**config.mk**
```make
export PLATFORM = sky130hd
export DESIGN_NAME = two_key_sorted_priority_queue_unit_flat
export DESIGN_NICKNAME = d
export VERILOG_FILES = /design/src/rtl/tkpq_pkg.sv /design/src/rtl/tkpq_if.sv /design/src/rtl/tkpq_cell.sv /design/src/rtl/two_key_sorted_priority_queue_unit.sv /design/src/flat_wrapper.sv
export VERILOG_INCLUDE_DIRS = /design/src /design/src/rtl
export SDC_FILE = /design/constraint.sdc
export NUM_CORES = 1
export LEC_CHECK = 0
export BUFFER_PORTS_ARGS = -buffer_cell sky130_fd_sc_hd__buf_2
export CAP_MARGIN = 20
export CORE_MARGIN = 3
export CORE_UTILIZATION = 60
export DETAILED_ROUTE_END_ITERATION = 10
export PLACE_DENSITY = 0.78
export SLEW_MARGIN = 20
export SYNTH_ARGS = -nofsm -noshare
export SYNTH_HDL_FRONTEND = slang
export SYNTH_HIERARCHICAL = 1
export SYNTH_SLANG_ARGS = --single-unit
```
**constraint.sdc**
```tcl
create_clock -name clk -period 3.97 [get_ports clk]
set_input_delay 0 -clock clk [delete_from_list [all_inputs] [get_ports clk]]
set_output_delay 0 -clock clk [all_outputs]
set_load 0.005 [all_outputs]
```
**src/rtl/two_key_sorted_priority_queue_unit_defines.svh**
```systemverilog
// assertion macros for the two-key sorted priority queue
// used by the top level only; expects clk and rst_n in scope
`ifndef TWO_KEY_SORTED_PRIORITY_QUEUE_UNIT_DEFINES_SVH
`define TWO_KEY_SORTED_PRIORITY_QUEUE_UNIT_DEFINES_SVH

// same-cycle implication, checked outside reset
`define TKPQ_ASSERT_NOW(label, ante, cons) \
  label: assert property (@(posedge clk) disable iff (!rst_n) (ante) |-> (cons)) \
    else $error("priority queue check failed");

// next-cycle implication, checked outside reset
`define TKPQ_ASSERT_NEXT(label, ante, cons) \
  label: assert property (@(posedge clk) disable iff (!rst_n) (ante) |=> (cons)) \
    else $error("priority queue check failed");

`endif

```
**src/rtl/tkpq_pkg.sv**
```systemverilog
`timescale 1ns / 1ps
// shared types, constants and key helper for the two-key priority queue
// no dependencies
package tkpq_pkg;

  localparam int QUEUE_DEPTH = 16;
  localparam int CNT_W       = $clog2(QUEUE_DEPTH + 1);
  localparam int TAG_W       = 16;
  localparam int RANK_W      = 2;
  localparam int PRIO_W      = 3;
  localparam int KEY_W       = RANK_W + PRIO_W;
  localparam int FILL_W      = 5;

  localparam logic OP_INSERT = 1'b0;
  localparam logic OP_REMOVE = 1'b1;

  typedef enum logic [1:0] {
    ST_INSERTED  = 2'd0,
    ST_REMOVED   = 2'd1,
    ST_UNDERFLOW = 2'd2,
    ST_OVERFLOW  = 2'd3
  } status_t;

  typedef struct packed {
    logic [TAG_W-1:0]  tag;
    logic [RANK_W-1:0] rank;
    logic [PRIO_W-1:0] prio;
  } entry_t;

  // per-cycle command to every cell
  typedef struct packed {
    logic insert_en;
    logic remove_en;
  } cell_ctl_t;

  function automatic logic [KEY_W-1:0] key_of(input entry_t e);
    return {e.rank, e.prio};
  endfunction

endpackage

```
**src/rtl/tkpq_if.sv**
```systemverilog
`timescale 1ns / 1ps
// valid/ready channel interfaces for requests and results
// depends on tkpq_pkg for field widths
interface tkpq_in_if import tkpq_pkg::*; ();
  logic              valid;
  logic              ready;
  logic              op;
  logic [TAG_W-1:0]  entry_tag;
  logic [RANK_W-1:0] rank_key;
  logic [PRIO_W-1:0] prio_key;

  modport source (output valid, op, entry_tag, rank_key, prio_key, input ready);
  modport sink   (input valid, op, entry_tag, rank_key, prio_key, output ready);
endinterface

interface tkpq_out_if import tkpq_pkg::*; ();
  logic              valid;
  logic              ready;
  logic [1:0]        status;
  logic [TAG_W-1:0]  out_tag;
  logic [RANK_W-1:0] out_rank;
  logic [PRIO_W-1:0] out_prio;
  logic [FILL_W-1:0] fill_level;

  modport source (output valid, status, out_tag, out_rank, out_prio, fill_level,
                  input ready);
  modport sink   (input valid, status, out_tag, out_rank, out_prio, fill_level,
                  output ready);
endinterface

```
**src/rtl/tkpq_cell.sv**
```systemverilog
`timescale 1ns / 1ps
// one slot of the sorted chain: holds an entry, compares against the new key
// depends on tkpq_pkg
module tkpq_cell import tkpq_pkg::*; (
  input  logic      clk,
  input  cell_ctl_t ctl,
  input  logic      occupied,
  input  entry_t    new_entry,
  input  logic      prev_keep,
  input  entry_t    prev_entry,
  input  entry_t    next_entry,
  output logic      keep,
  output entry_t    entry
);

  entry_t entry_r;
  entry_t entry_nxt;

  // keep means this slot stays put because its key is not above the new one
  assign keep  = occupied && (key_of(entry_r) <= key_of(new_entry));
  assign entry = entry_r;

  always_comb begin
    entry_nxt = entry_r;
    if (ctl.insert_en) begin
      if (keep) begin
        entry_nxt = entry_r;
      end else if (prev_keep) begin
        entry_nxt = new_entry;
      end else begin
        entry_nxt = prev_entry;
      end
    end else if (ctl.remove_en) begin
      entry_nxt = next_entry;
    end
  end

  always_ff @(posedge clk) begin
    entry_r <= entry_nxt;
  end

endmodule

```
**src/rtl/two_key_sorted_priority_queue_unit.sv**
```systemverilog
`timescale 1ns / 1ps
// Sorted priority queue built as a row of slot cells, one entry per cell,
// ordered by (rank, priority) with arrival order kept among equal keys.
// Every request (insert or remove) is absorbed by all cells together: they
// compare against the new key in parallel and shift right or left by one.
// One request is taken per cycle; its result appears on the registered
// output in the cycle after the transfer, and a new request is still taken
// while that result waits, as long as the output stage will free up.
// Depth is QUEUE_DEPTH in tkpq_pkg; no clearing pass is needed after reset.
// Depends on tkpq_pkg, tkpq_if, tkpq_cell and the defines header.
`include "two_key_sorted_priority_queue_unit_defines.svh"

module two_key_sorted_priority_queue_unit import tkpq_pkg::*; (
  input logic         clk,
  input logic         rst_n,
  tkpq_in_if.sink     in_ch,
  tkpq_out_if.source  out_ch
);

  logic [CNT_W-1:0] count_r, count_nxt;
  logic             out_valid_r, out_valid_nxt;
  status_t          status_r, status_nxt;
  entry_t           out_entry_r, out_entry_nxt;

  logic      in_fire;
  logic      is_full, is_empty;
  logic      insert_full;
  cell_ctl_t ctl;
  entry_t    new_entry;
  entry_t    cells   [QUEUE_DEPTH];
  logic      keeps   [QUEUE_DEPTH];
  logic      occ     [QUEUE_DEPTH];

  assign in_ch.ready = !out_valid_r || out_ch.ready;
  assign in_fire     = in_ch.valid && in_ch.ready;
  assign is_full     = (count_r == CNT_W'(QUEUE_DEPTH));
  assign is_empty    = (count_r == '0);
  assign insert_full = in_fire && (in_ch.op == OP_INSERT) && is_full;

  assign new_entry.tag  = in_ch.entry_tag;
  assign new_entry.rank = in_ch.rank_key;
  assign new_entry.prio = in_ch.prio_key;

  assign ctl.insert_en = in_fire && (in_ch.op == OP_INSERT) && !is_full;
  assign ctl.remove_en = in_fire && (in_ch.op == OP_REMOVE) && !is_empty;

  for (genvar i = 0; i < QUEUE_DEPTH; i++) begin : g_cell
    entry_t prev_e;
    entry_t next_e;
    logic   prev_k;

    assign occ[i] = (count_r > CNT_W'(i));

    if (i == 0) begin : g_head
      assign prev_e = new_entry;
      assign prev_k = 1'b1;
    end else begin : g_body
      assign prev_e = cells[i-1];
      assign prev_k = keeps[i-1];
    end

    if (i == QUEUE_DEPTH - 1) begin : g_tail
      assign next_e = new_entry;
    end else begin : g_inner
      assign next_e = cells[i+1];
    end

    tkpq_cell u_cell (
      .clk        (clk),
      .ctl        (ctl),
      .occupied   (occ[i]),
      .new_entry  (new_entry),
      .prev_keep  (prev_k),
      .prev_entry (prev_e),
      .next_entry (next_e),
      .keep       (keeps[i]),
      .entry      (cells[i])
    );
  end

  always_comb begin
    count_nxt     = count_r;
    out_valid_nxt = out_valid_r;
    status_nxt    = status_r;
    out_entry_nxt = out_entry_r;
    if (out_ch.ready) begin
      out_valid_nxt = 1'b0;
    end
    if (in_fire) begin
      out_valid_nxt = 1'b1;
      out_entry_nxt = '0;
      if (in_ch.op == OP_INSERT) begin
        if (is_full) begin
          status_nxt = ST_OVERFLOW;
        end else begin
          status_nxt = ST_INSERTED;
          count_nxt  = count_r + 1'b1;
        end
      end else begin
        if (is_empty) begin
          status_nxt = ST_UNDERFLOW;
        end else begin
          status_nxt    = ST_REMOVED;
          out_entry_nxt = cells[0];
          count_nxt     = count_r - 1'b1;
        end
      end
    end
  end

  always_ff @(posedge clk) begin
    if (!rst_n) begin
      count_r     <= '0;
      out_valid_r <= 1'b0;
    end else begin
      count_r     <= count_nxt;
      out_valid_r <= out_valid_nxt;
    end
    status_r    <= status_nxt;
    out_entry_r <= out_entry_nxt;
  end

  // fill level follows the count after the transfer that produced the result
  logic [CNT_W-1:0] fill_r, fill_nxt;
  assign fill_nxt = in_fire ? count_nxt : fill_r;

  always_ff @(posedge clk) begin
    fill_r <= fill_nxt;
  end

  assign out_ch.valid      = out_valid_r;
  assign out_ch.status     = status_r;
  assign out_ch.out_tag    = out_entry_r.tag;
  assign out_ch.out_rank   = out_entry_r.rank;
  assign out_ch.out_prio   = out_entry_r.prio;
  assign out_ch.fill_level = FILL_W'(fill_r);

  `TKPQ_ASSERT_NOW(a_count_bound, 1'b1, count_r <= CNT_W'(QUEUE_DEPTH))
  `TKPQ_ASSERT_NOW(a_head_sorted, count_r >= CNT_W'(2), key_of(cells[0]) <= key_of(cells[1]))
  `TKPQ_ASSERT_NEXT(a_pop_count, ctl.remove_en, count_r == $past(count_r) - 1'b1)
  `TKPQ_ASSERT_NEXT(a_full_hold, insert_full, count_r == CNT_W'(QUEUE_DEPTH))

endmodule

```
**src/flat_wrapper.sv**
```systemverilog
// flat-port wrapper written by rule: the top's interface ports become plain ports
module two_key_sorted_priority_queue_unit_flat import tkpq_pkg::*;
  (clk, rst_n, in_ch_valid, in_ch_op, in_ch_entry_tag, in_ch_rank_key, in_ch_prio_key, in_ch_ready, out_ch_valid, out_ch_status, out_ch_out_tag, out_ch_out_rank, out_ch_out_prio, out_ch_fill_level, out_ch_ready);
  tkpq_in_if in_ch_i ();
  tkpq_out_if out_ch_i ();
  input logic clk;
  input logic rst_n;
  input wire logic [$bits(in_ch_i.valid)-1:0] in_ch_valid;
  input wire logic [$bits(in_ch_i.op)-1:0] in_ch_op;
  input wire logic [$bits(in_ch_i.entry_tag)-1:0] in_ch_entry_tag;
  input wire logic [$bits(in_ch_i.rank_key)-1:0] in_ch_rank_key;
  input wire logic [$bits(in_ch_i.prio_key)-1:0] in_ch_prio_key;
  output wire logic [$bits(in_ch_i.ready)-1:0] in_ch_ready;
  output wire logic [$bits(out_ch_i.valid)-1:0] out_ch_valid;
  output wire logic [$bits(out_ch_i.status)-1:0] out_ch_status;
  output wire logic [$bits(out_ch_i.out_tag)-1:0] out_ch_out_tag;
  output wire logic [$bits(out_ch_i.out_rank)-1:0] out_ch_out_rank;
  output wire logic [$bits(out_ch_i.out_prio)-1:0] out_ch_out_prio;
  output wire logic [$bits(out_ch_i.fill_level)-1:0] out_ch_fill_level;
  input wire logic [$bits(out_ch_i.ready)-1:0] out_ch_ready;
  assign in_ch_i.valid = in_ch_valid;
  assign in_ch_i.op = in_ch_op;
  assign in_ch_i.entry_tag = in_ch_entry_tag;
  assign in_ch_i.rank_key = in_ch_rank_key;
  assign in_ch_i.prio_key = in_ch_prio_key;
  assign in_ch_ready = in_ch_i.ready;
  assign out_ch_valid = out_ch_i.valid;
  assign out_ch_status = out_ch_i.status;
  assign out_ch_out_tag = out_ch_i.out_tag;
  assign out_ch_out_rank = out_ch_i.out_rank;
  assign out_ch_out_prio = out_ch_i.out_prio;
  assign out_ch_fill_level = out_ch_i.fill_level;
  assign out_ch_i.ready = out_ch_ready;
  two_key_sorted_priority_queue_unit u_core (.clk(clk), .rst_n(rst_n), .in_ch(in_ch_i), .out_ch(out_ch_i));
endmodule
```
# Yosys cells after proc, flatten, opt, wreduce, memory -nomap -nowiden
# Index checks and enable logic that the tools add are counted.
[classes]
addsub = 2
multipliers = 0
div = 0
n_lt_le_gt_ge = 32
n_eq_ne = 17
shifts = 0
muxes = 72
bitwise_logic = 1
n_reduce_logical = 45
[op_table]
columns = ["operator", "n"]
rows = [
  ["21-bit 2-to-1 mux", 63],
  ["5-bit <= comparator", 16],
  ["5-bit by 4-bit greater-than comparator with 1-bit output, second input constant", 8],
  ["2-bit inequality test, second input constant", 16],
  ["2-bit AND reduction", 16],
  ["1-bit logical AND", 21],
  ["5-bit by 3-bit greater-than comparator with 1-bit output, second input constant", 4],
  ["5-bit 2-to-1 mux", 4],
  ["5-bit by 1-bit greater-than comparator with 1-bit output, second input constant", 2],
  ["5-bit by 2-bit greater-than comparator with 1-bit output, second input constant", 2],
  ["2-bit 2-to-1 mux", 3],
  ["5-bit by 1-bit adder with 5-bit output, second input constant", 1],
  ["5-bit equality test, second input constant", 1],
  ["5-bit logical NOT", 1],
  ["5-bit by 1-bit subtractor with 5-bit output, second input constant", 1],
  ["2-bit nonzero test", 2],
  ["1-bit logical NOT", 3],
  ["1-bit 2-to-1 mux", 2],
  ["2-bit OR reduction", 1],
  ["1-bit logical OR", 1],
  ["1-bit inverter", 1],
]
[word_totals]
reg_bits = 370
latchBits = 0
ram_bits = 0
mem_bits_ro = 0
input_bits = 26
out_inout_bits = 30
wordCells = 224
memories = 0

# Depth between registers and ports, before layout
# Gate-level depths: netlist of the first run.
[logic_depth]
word_depth = 7
depth_mapped = 11
depth_no_buf = 8

# By module
# The synthesis of the first run kept the hierarchy.
[by_module_without_submodules]
columns = ["module", "instances", "cells_each", "area_per_inst_um2", "seq_area_each_um2"]
rows = [
  ["tkpq_cell", 16, 111, 1224.9, 630.6],
  ["two_key_sorted_priority_queue_unit", 1, 159, 1732.9, 960.9],
]

# Worst setup path before layout of the first run
# Ideal clock, no wire load.
[synth_path]
kind = "reg2reg"
start = "register u_core.count_r[1]"
end = "register u_core.g_cell[0].u_cell.entry_r (netlist bit u_core/g_cell[0].u_cell/entry[0]) (enable)"
setup_ns = 0.379
t_arrival_ns = 2.799
required_ns = 3.591
slack_ns = 0.792
path_stages_with_launch = 8
n_path_buf = 2
cell_sequence = "dfxtp_1 -> clkbuf_1 -> inv_1 -> ha_1 -> nor4bb_4 -> nor4b_4 -> clkbuf_8 -> o22a_1"
[synth_rtl]
columns = ["element", "line", "text"]
rows = [
  ["start: declaration", "two_key_sorted_priority_queue_unit.sv:20", "logic [CNT_W-1:0] count_r, count_nxt;"],
  ["start signal: assignment", "two_key_sorted_priority_queue_unit.sv:116", "count_r <= count_nxt;"],
  ["end signal: assignment", "tkpq_cell.sv:39", "entry_r <= entry_nxt;"],
  ["end: declaration", "tkpq_cell.sv:16", "entry_t entry_r;"],
]

==> metrics, run 1 <==
PortBufs=55; Leak Pwr=8.417 nW; critical path type=flip-flop to flip-flop; CTS max path bufs=3; vias in the first global route=14,300; final worst setup slack=0.8792 ns; fmax=0.3235 GHz; ratio of final minimum period to clock period=0.7785; largest net degree at the start of global routing=163; antenna viol nets, final=0; post-DR vias/cell=5.910; CTS sink count=370; global route overflow=0; Worst EP required=4.22 ns; Mean Syn Cell Area=11.03 um^2; Final nets=2,053; CTS tree=done; Startpoint Class=flip-flop; die height=194.5 um; dpl cells=2,350; CP Max Fanout=153; Root Buffer Master=clkbuf_16; initial core utilization=0.6128; GPL Wtd Cong=0.8503; H-Tree Depth=2; drt first-iter violations=1,071; row count=68; Tot GR Track Use=0.2301; post-layout util=0.6573; Worst-path clk slew=0.06 ns; Core ar.=0.03480 mm^2; DP HPWL=29.88 mm; Final Max Slew Viols=0; Setup Fix Bufs, Post-CTS=0; DR DRC count=0; share of layout cells above drive strength 1=0.08791; Reg2Reg Depth=8; initial antenna violation count=1; Max VDD drop=0.3072 mV; Slew HR=0.4152; launch point of the worst path=u_core/count_r[0]$_SDFF_PN0_; status=complete, no violations; via count=14,330; critical path endpoint category=flip-flop; Worst R2R End=u_core/g_cell[8].u_cell/entry[16]$_DFFE_PP_; TNS Setup=0 ns; hold_sp=out_ch_ready; cell area after synthesis=0.02133 mm^2; Post-DP Area=0.02158 mm^2; RSZ-0062 raised after global routing=no; area growth from synthesis to layout=7.258%; Critical Path AT=3.34 ns; MaxCap Viol Count=0; Slew @ Worst Pin=0.8771 ns; final hold slack=0.02971 ns; Final Instance Area=0.02287 mm^2; Die X=194.5 um; first-pass detailed-route iteration total=5; synth warn=6; first-pass GRT wire length=73.11 mm; # IOs=56; r2r startpoint=u_core/count_r[0]$_SDFF_PN0_; Synth Instances=1,934; Synth Net Count=2,046; post-route insts no fill=2,424; R2R Setup Slk=0.88 ns; fill count=2,648; min Tclk post-route=3.091 ns; WL per Instance=18.23 um; Final Hold Fails=0; Tot Pwr=12.15 mW; clk_skew=0.02350 ns; clk_lat worst skew=0.54 ns; TritonCTS buffer count=41; pre-CTS setup slack=1.006 ns; Final Setup Violations=0; WHS Endpoint=u_core/out_ch.valid$_SDFFE_PN0P_; Hold Path Depth=4; power density over cell area=531.1 mW/mm^2; die area=0.03784 mm^2; hold crit path type=input pin to flip-flop; final wirelength=44.19 mm
cells in the final DEF (no fill, tap or decap), types with 3 or more instances in the layout:
master           n
o21ai_1         16
nor2_1         349
and3_1          18
a21oi_1        354
clkbuf_16       43
buf_12           6
a21o_1          18
a32oi_1         16
nand3_1          5
clkinv_1        11
ha_1            86
clkinv_2         6
and2_1          22
o22a_1          16
nor2b_1         17
inv_1           91
clkbuf_1         4
buf_4           36
nor3_1           4
dfxtp_1          6
o21ai_0         16
buf_2           55
nor2b_2         15
nand2_1         25
xnor2_1          3
dlygate4sd3_1    3
edfxtp_1       364
mux2i_1        336
per-layer routing:
| metal | GRT usage | part of all wire | vias up |
|---|---|---|---|
| li1 | - | - | 7067 |
| met1 | 0.3261 | 0.46 | 6788 |
| met2 | 0.3774 | 0.47 | 384 |
| met3 | 0.02600 | 0.044 | 88 |
| met4 | 0.06862 | 0.024 | 0 |
| met5 | 0 | 0 | - |
flip-flops by register name, summed over array words and instances (netlist names):
name	cells
u_core/out_ch.fill_level	5
u_core/out_ch.out_rank	2
u_core/count_r	5
u_core/out_ch.out_prio	3
u_core/out_ch.status	2
u_core/out_ch.valid	1
u_core/g_cell.u_cell/entry	336
u_core/out_ch.out_tag	16
worst max-delay path, cell delays in order, from the launching register on:
cell	delay, ns
dfxtp_1	0.53
inv_1	0.15
ha_1	0.26
nor4bb_4	0.20
nor4b_4	0.30
buf_12	0.17
buf_12	0.41
buf_12	0.42
a21oi_1	0.14
worst max path at each step:
stage | end | cells after the start
floorplan | u_core/g_cell[15].u_cell/entry[0]$_DFFE_PP_ | 7
global placement | u_core/g_cell[10].u_cell/entry[11]$_DFFE_PP_ | 8
detailed placement | u_core/g_cell[10].u_cell/entry[12]$_DFFE_PP_ | 8
CTS | u_core/g_cell[1].u_cell/entry[6]$_DFFE_PP_ | 9
global route | u_core/g_cell[9].u_cell/entry[15]$_DFFE_PP_ | 9
finish | u_core/g_cell[8].u_cell/entry[16]$_DFFE_PP_ | 8
power by group:
part           leakage, nW  total (mW)  switching (mW)  internal [mW]
Clock                0.614        3.60            1.51           2.09
Combinational         4.34        2.96            1.77           1.19
Sequential            3.46        5.58           0.376           5.21
layout make-up:
type,count,area (um^2),area share
antenna,1,2.502,0.0001094
clock buffer,47,1091,0.04770
clock inverter,23,166.4,0.007275
inverter,91,341.6,0.01493
multi-input combinational,1336,8941,0.3909
sequential,370,11050,0.4831
tap,455,569.3,0.02489
timing repair buffer,101,710.7,0.03107
timing repair:
action / 4_1_cts / 5_1_grt
hold buffers: 3 / 0
resized for setup: 0 / 0
hold endpoints to repair: 9 / 0
endpoints found under the setup margin: 0 / 0
(Power assumes the default switching activity.)
==> run 2: changes to the inputs <==
--- a/config.mk
+++ b/config.mk
@@ -6,6 +6,7 @@
 export SDC_FILE = /design/constraint.sdc
 export NUM_CORES = 1
 export LEC_CHECK = 0
+export ABC_AREA = 1
 export BUFFER_PORTS_ARGS = -buffer_cell sky130_fd_sc_hd__buf_2
 export CAP_MARGIN = 20
 export CORE_MARGIN = 3
==> constraint.sdc (replaced) <==
create_clock -name clk -period 3.2 [get_ports clk]
set_input_delay 0 -clock clk [delete_from_list [all_inputs] [get_ports clk]]
set_output_delay 0 -clock clk [all_outputs]
set_load 0.005 [all_outputs]
==> run 2 against run 1 <==
Against the previous run: register-to-register slack lost 0.54 ns; clock power grew 16%; clock skew decreased by 0.0042 ns; critical path depth grew 2; via count up 26%.
==> metrics, run 2 <==
share of layout cells above drive strength 1=0.09894 (+0.01103); die area=0.03773 mm^2 (-0.30%); Mean Syn Cell Area=8.483 um^2 (-23%); DP HPWL=37.51 mm (+26%); synth warn=6 (unchanged); row count=68 (unchanged); Worst-path clk slew=0.06 ns (about the same); critical path type=flip-flop to flip-flop; Core ar.=0.03471 mm^2 (-0.24%); Critical Path AT=3.13 ns (-0.21 ns); fill count=2,709 (+2.3%); Startpoint Class=flip-flop; largest net degree at the start of global routing=86 (-47%); drt first-iter violations=2,070 (+93%); clk_lat worst skew=0.53 ns (about the same); DR DRC count=0 (unchanged); Root Buffer Master=clkbuf_16; # IOs=56 (unchanged); Crit path largest cell delay=0.52 ns (about the same); H-Tree Depth=2 (unchanged); WL per Instance=17.67 um (-3.1%); Post-CTS Resized=0 (unchanged); register cell area after layout=0.01105 mm^2 (unchanged); CP most frequent cell=inv_1; most common cell after layout, fill and taps aside=o21ai_1; CTS sink count=370 (unchanged); antenna viol nets, final=0 (unchanged); TNS Setup=0 ns (unchanged); Final Max Slew Viols=0 (unchanged); via count=18,000 (+26%); Worst EP required=3.47 ns (-0.75 ns); Tot Pwr=14.15 mW (+16%); status=complete, no violations; dpl cells=2,931 (+25%); pre-CTS setup slack=0.4242 ns (-0.5820 ns); CTS tree=done; Max VDD drop=0.4022 mV (+31%); initial antenna violation count=1 (unchanged); Final Setup Violations=0 (unchanged); Buf+Inv Stages, Crit Path=4 (unchanged); first-pass detailed-route iteration total=6 (+1); Slew HR=0.5036 (+0.08832); MaxCap Viol Count=0 (unchanged); critical path cell sequence=inv_1 -> ha_1 -> inv_1 -> nor2_4 -> nand2_2 -> nand2_2 -> inv_1 -> inv_2 -> nor2_1 -> o21ai_1; fmax=0.3491 GHz (+7.9%); CP Max Fanout=22 (-86%); post-route insts no fill=3,002 (+24%); area of the multi-input gates=0.008690 mm^2 (-2.8%); n_diodes=0 (-1); vias in the first global route=18,110 (+27%); power density over cell area=614.9 mW/mm^2 (+16%); GPL Wtd Cong=0.9064 (+6.6%); initial core utilization=0.6124 (about the same); Crit path max-delay family=buffers and inverters; RSZ-0062 raised after global routing=no; CP max stage cell=dfxtp_1; Synth Instances=2,506 (+30%); TritonCTS buffer count=39 (-4.9%); Final Hold Fails=0 (unchanged); Die X=194.2 um (-0.15%); final worst setup slack=0.3357 ns (-0.5434 ns); final wirelength=53.04 mm (+20%); CTS max path bufs=3 (unchanged); first-pass GRT wire length=87.85 mm (+20%); PortBufs=55 (unchanged); min Tclk post-route=2.864 ns (-0.2266 ns); die height=194.2 um (-0.15%); cell area after synthesis=0.02126 mm^2 (-0.32%); critical path endpoint category=flip-flop; global route overflow=0 (unchanged); clk_skew=0.01932 ns (-0.004185 ns); Leak Pwr=9.709 nW (+15%); area growth from synthesis to layout=8.276%; final hold slack=0.01384 ns (-0.01588 ns); Final nets=2,634 (+28%); Slew @ Worst Pin=0.7438 ns (-0.1333 ns); post-DR vias/cell=5.997 (+1.5%); max reg flops=336 (unchanged); ratio of final minimum period to clock period=0.8951 (+0.1165); hold crit path type=input pin to flip-flop; leading cell types in the layout, fill and taps excluded=o21ai_1, nand2_1, nor2_1, edfxtp_1, inv_1; Tot GR Track Use=0.2758 (+0.04571)
-- run 2: where the power goes --
group	internal (mW)	leakage (nW)	total (mW)	switching, mW
registers	6.38	3.51	6.83	0.454
logic	0.929	5.65	3.15	2.22
clock network	2.32	0.554	4.17	1.85
-- run 2: layout make-up --
type | count | area share
clock inverter | 19 | 0.005925
inverter | 218 | 0.03582
tap | 455 | 0.02473
timing repair buffer | 107 | 0.03218
clock buffer | 47 | 0.04370
multi-input combinational | 1786 | 0.3775
sequential | 370 | 0.4801
-- run 2: what timing repair did --
action                    in CTS  in global routing
hold endpoints to repair       9                  0
hold buffers                   5                  0
setup buffers                  0                  0
-- run 2: worst paths after layout --
kind | slack [ns] | to | startpoint | cells past startpoint
max | 0.34 | u_core/g_cell[1].u_cell/entry[20]$_DFFE_PP_ | u_core/count_r[0]$_SDFF_PN0_ | 10
min | 0.01 | u_core/g_cell[15].u_cell/entry[5]$_DFFE_PP_ | in_ch_entry_tag[0] | 3
max reg2reg | 0.34 | u_core/g_cell[1].u_cell/entry[20]$_DFFE_PP_ | u_core/count_r[0]$_SDFF_PN0_ | 10
min reg2reg | 0.54 | u_core/g_cell[14].u_cell/entry[16]$_DFFE_PP_ | u_core/g_cell[15].u_cell/entry[16]$_DFFE_PP_ | 2
-- run 2: worst reg2reg max path: stages (launching register included) --
cell     delay, ns
dfxtp_1       0.52
inv_1         0.22
ha_1          0.29
inv_1         0.13
nor2_4        0.06
nand2_2       0.12
nand2_2       0.10
inv_1         0.49
inv_2         0.36
nor2_1        0.21
o21ai_1       0.10
-- run 2: routing by layer --
layer / GRT usage / vias up / routed length (um)
met5: 0 / - / 7
met4: 0.09122 / 2 / 1204
met3: 0.03145 / 108 / 3825
met2: 0.4582 / 868 / 25630
met1: 0.3826 / 8564 / 22380
li1: - / 8460 / -
-- run 2: per-stage QoR --
stage / utilization / area [um^2]
2_1_floorplan: - / 21390
3_3_place_gp: 0.6287 / 21820
3_5_place_dp: 0.6287 / 21820
4_1_cts: 0.6631 / 23020
5_1_grt: 0.6631 / 23020
6_report: 0.6631 / 23020
==> run 3: changes to the inputs <==
--- a/config.mk
+++ b/config.mk
@@ -10,7 +10,7 @@
 export BUFFER_PORTS_ARGS = -buffer_cell sky130_fd_sc_hd__buf_2
 export CAP_MARGIN = 20
 export CORE_MARGIN = 3
-export CORE_UTILIZATION = 60
+export CORE_UTILIZATION = 57
 export DETAILED_ROUTE_END_ITERATION = 10
 export PLACE_DENSITY = 0.78
 export SLEW_MARGIN = 20
==> constraint.sdc (replaced) <==
create_clock -name clk -period 2.4 [get_ports clk]
set_input_delay 0 -clock clk [delete_from_list [all_inputs] [get_ports clk]]
set_output_delay 0 -clock clk [all_outputs]
set_load 0.005 [all_outputs]
==> run 3 against run 2 <==
Against the previous run: global-route usage up 0.15 points; routed wire length up 6.5%; sequential cell count unchanged; maximum frequency up 24%; core utilization down 1.1 points; sequential share of layout area down 1.8 points; register-to-register slack worse by 0.24 ns; highest routed layer is now met4; sequential power up 33%; via count up 1.7%; hold slack better by 0.0075 ns; cell area up 4.0%; clock skew up 0.0091 ns.
==> metrics, run 3 (synthesis gave the netlist of run 2 again) <==
R2R Setup Slk=0.09 ns (-0.24 ns); Logic pwr share=0.238 (+0.015); CTS max path bufs=3 (unchanged); dpl cells=2,952 (+0.72%); fill count=2,845 (+5.0%); Final Instance Area=0.02394 mm^2 (+4.0%); CTS sink count=370 (unchanged); Die X=199.1 um (+2.5%); Leak Pwr=9.973 nW (+2.7%); clk_skew=0.02845 ns (+0.009127 ns); Worst R2R End=u_core/g_cell[13].u_cell/entry[9]$_DFFE_PP_; WL per Instance=18.48 um (+4.6%); n_diodes=0 (unchanged); area growth from synthesis to layout=12.63%; via count=18,310 (+1.7%); fmax=0.4335 GHz (+24%); Final Setup Violations=0 (unchanged); vias in the first global route=18,370 (+1.4%); CP Max Fanout=90 (+310%); final wirelength=56.50 mm (+6.5%); # IOs=56 (unchanged); DP HPWL=38.59 mm (+2.9%); share of layout cells above drive strength 1=0.1197 (+0.02080); power density over cell area=821.5 mW/mm^2 (+34%); Critical Path AT=2.72 ns (-0.41 ns); post-layout util=0.6524 (-0.01062); die height=199.1 um (+2.5%); post-route insts no fill=3,057 (+1.8%); global route overflow=0 (unchanged); sequential power share=0.463 (-0.020); Post-DP Area=0.02232 mm^2 (+2.3%); Worst EP required=2.81 ns (-0.66 ns); Final nets=2,672 (+1.4%); Startpoint Class=flip-flop; largest net degree at the start of global routing=91 (+5.8%); first-pass detailed-route iteration total=6 (unchanged); TritonCTS buffer count=41 (+5.1%); antenna viol nets, final=0 (unchanged); critical path type=flip-flop to flip-flop; Core ar.=0.03670 mm^2 (+5.7%); most common cell after layout, fill and taps aside=o21ai_1; Hold Path Depth=4 (+1); WHS Endpoint=u_core/g_cell[15].u_cell/entry[3]$_DFFE_PP_; drt first-iter violations=2,478 (+20%); leading cell types in the layout, fill and taps excluded=o21ai_1, nand2_1, nor2_1, edfxtp_1, inv_1; PortBufs=55 (unchanged); Tot GR Track Use=0.2773 (+0.001503); MaxCap Viol Count=0 (unchanged); clk_lat worst skew=0.57 ns (+0.04 ns); post-DR vias/cell=5.989 (-0.14%); Sw Share=0.3242 (+0.004443); Reg2Reg Depth=11 (+1); Root Buffer Master=clkbuf_16; Max VDD drop=0.5104 mV (+27%); min Tclk post-route=2.307 ns (-0.5577 ns); hold crit path type=input pin to flip-flop; switching power=6.377 mW (+41%); H-Tree Depth=2 (unchanged); DR DRC count=0 (unchanged); TNS Setup=0 ns (unchanged); initial core utilization=0.5793 (-0.03311); row count=70 (+2.9%); ratio of final minimum period to clock period=0.9611 (+0.06600); max reg flops=336 (unchanged); GPL Wtd Cong=0.8549 (-5.7%); Power Internal=13.29 mW (+38%); initial antenna violation count=0 (-1); Worst-path clk slew=0.06 ns (about the same); hold_sp=in_ch_rank_key[0]; r2r startpoint=u_core/count_r[0]$_SDFF_PN0_; Clk pwr share=0.299 (+0.004); first-pass GRT wire length=89.80 mm (+2.2%); critical path endpoint category=flip-flop; Final Max Slew Viols=0 (unchanged); Final Hold Fails=0 (unchanged); die area=0.03965 mm^2 (+5.1%); CTS tree=done; status=complete, no violations
-- run 3: layout make-up --
cell class,count,area [um^2],share of cell area
sequential,370,11050,0.4616
multi-input combinational,1786,8960,0.3742
timing repair buffer,134,1142,0.04771
clock buffer,47,1049,0.04379
inverter,218,919.6,0.03841
tap,468,585.6,0.02446
clock inverter,25,168.9,0.007055
timing repair inverter,9,65.06,0.002717
-- run 3: power by group through the flow --
stage               registers, mW  logic, mW  clock network, mW
finish                       9.11       4.67               5.89
floorplan                    8.96       3.30                  0
global placement             9.20       4.10                  0
global route                 9.20       5.21               6.20
CTS                          9.09       4.43               5.97
detailed placement           9.21       4.35                  0
-- run 3: worst max-delay path by stage --
stage | endpoint | slack [ns] | startpoint
after floorplan | u_core/g_cell[7].u_cell/entry[0]$_DFFE_PP_ | -0.45 | u_core/count_r[0]$_SDFF_PN0_
after global placement | u_core/g_cell[3].u_cell/entry[13]$_DFFE_PP_ | -0.04 | in_ch_rank_key[1]
after detailed placement | u_core/g_cell[3].u_cell/entry[8]$_DFFE_PP_ | -0.12 | in_ch_rank_key[1]
after CTS | u_core/g_cell[11].u_cell/entry[8]$_DFFE_PP_ | 0.01 | u_core/g_cell[10].u_cell/entry[4]$_DFFE_PP_
after global routing | u_core/g_cell[15].u_cell/entry[11]$_DFFE_PP_ | -0.02 | u_core/g_cell[14].u_cell/entry[4]$_DFFE_PP_
final | u_core/g_cell[13].u_cell/entry[9]$_DFFE_PP_ | 0.09 | u_core/count_r[0]$_SDFF_PN0_
-- run 3: routing by layer --
metal / up-vias / wire length [um] / GRT usage
li1: 8553 / - / -
met1: 8770 / 23660 / 0.3699
met3: 104 / 4340 / 0.03490
met5: - / 0 / 0
met4: 0 / 1317 / 0.1020
met2: 880 / 27180 / 0.4692
-- run 3: critical path, cell delays in order, from the launching register on --
cell	delay, ns
dfxtp_2	0.38
inv_6	0.06
ha_4	0.17
inv_2	0.08
nor2_4	0.04
nand2_2	0.09
nand2_2	0.09
clkinvlp_4	0.13
buf_12	0.32
buf_4	0.36
o21ai_0	0.17
o21ai_1	0.19
-- run 3: stage by stage --
| stage | setup slack [ns] | hold slack (ns) | power [mW] |
|---|---|---|---|
| after detailed placement | -0.1240 | 0.2516 | 13.56 |
| after global routing | -0.01885 | 0.02268 | 20.62 |
| final | 0.09342 | 0.02131 | 19.67 |
| after floorplan | -0.4500 | 0.09763 | 12.26 |
| after CTS | 0.01385 | 0.0008066 | 19.49 |
| after global placement | -0.03722 | 0.2403 | 13.30 |
-- run 3: repair_timing --
action | 4_1_cts | 5_1_grt
buffers inserted | 0 | 6
hold endpoints to repair | 23 | 0
setup endpoints to repair | 147 | 162
resized for setup | 10 | 36
gates cloned | 0 | 9
hold buffers | 18 | 0
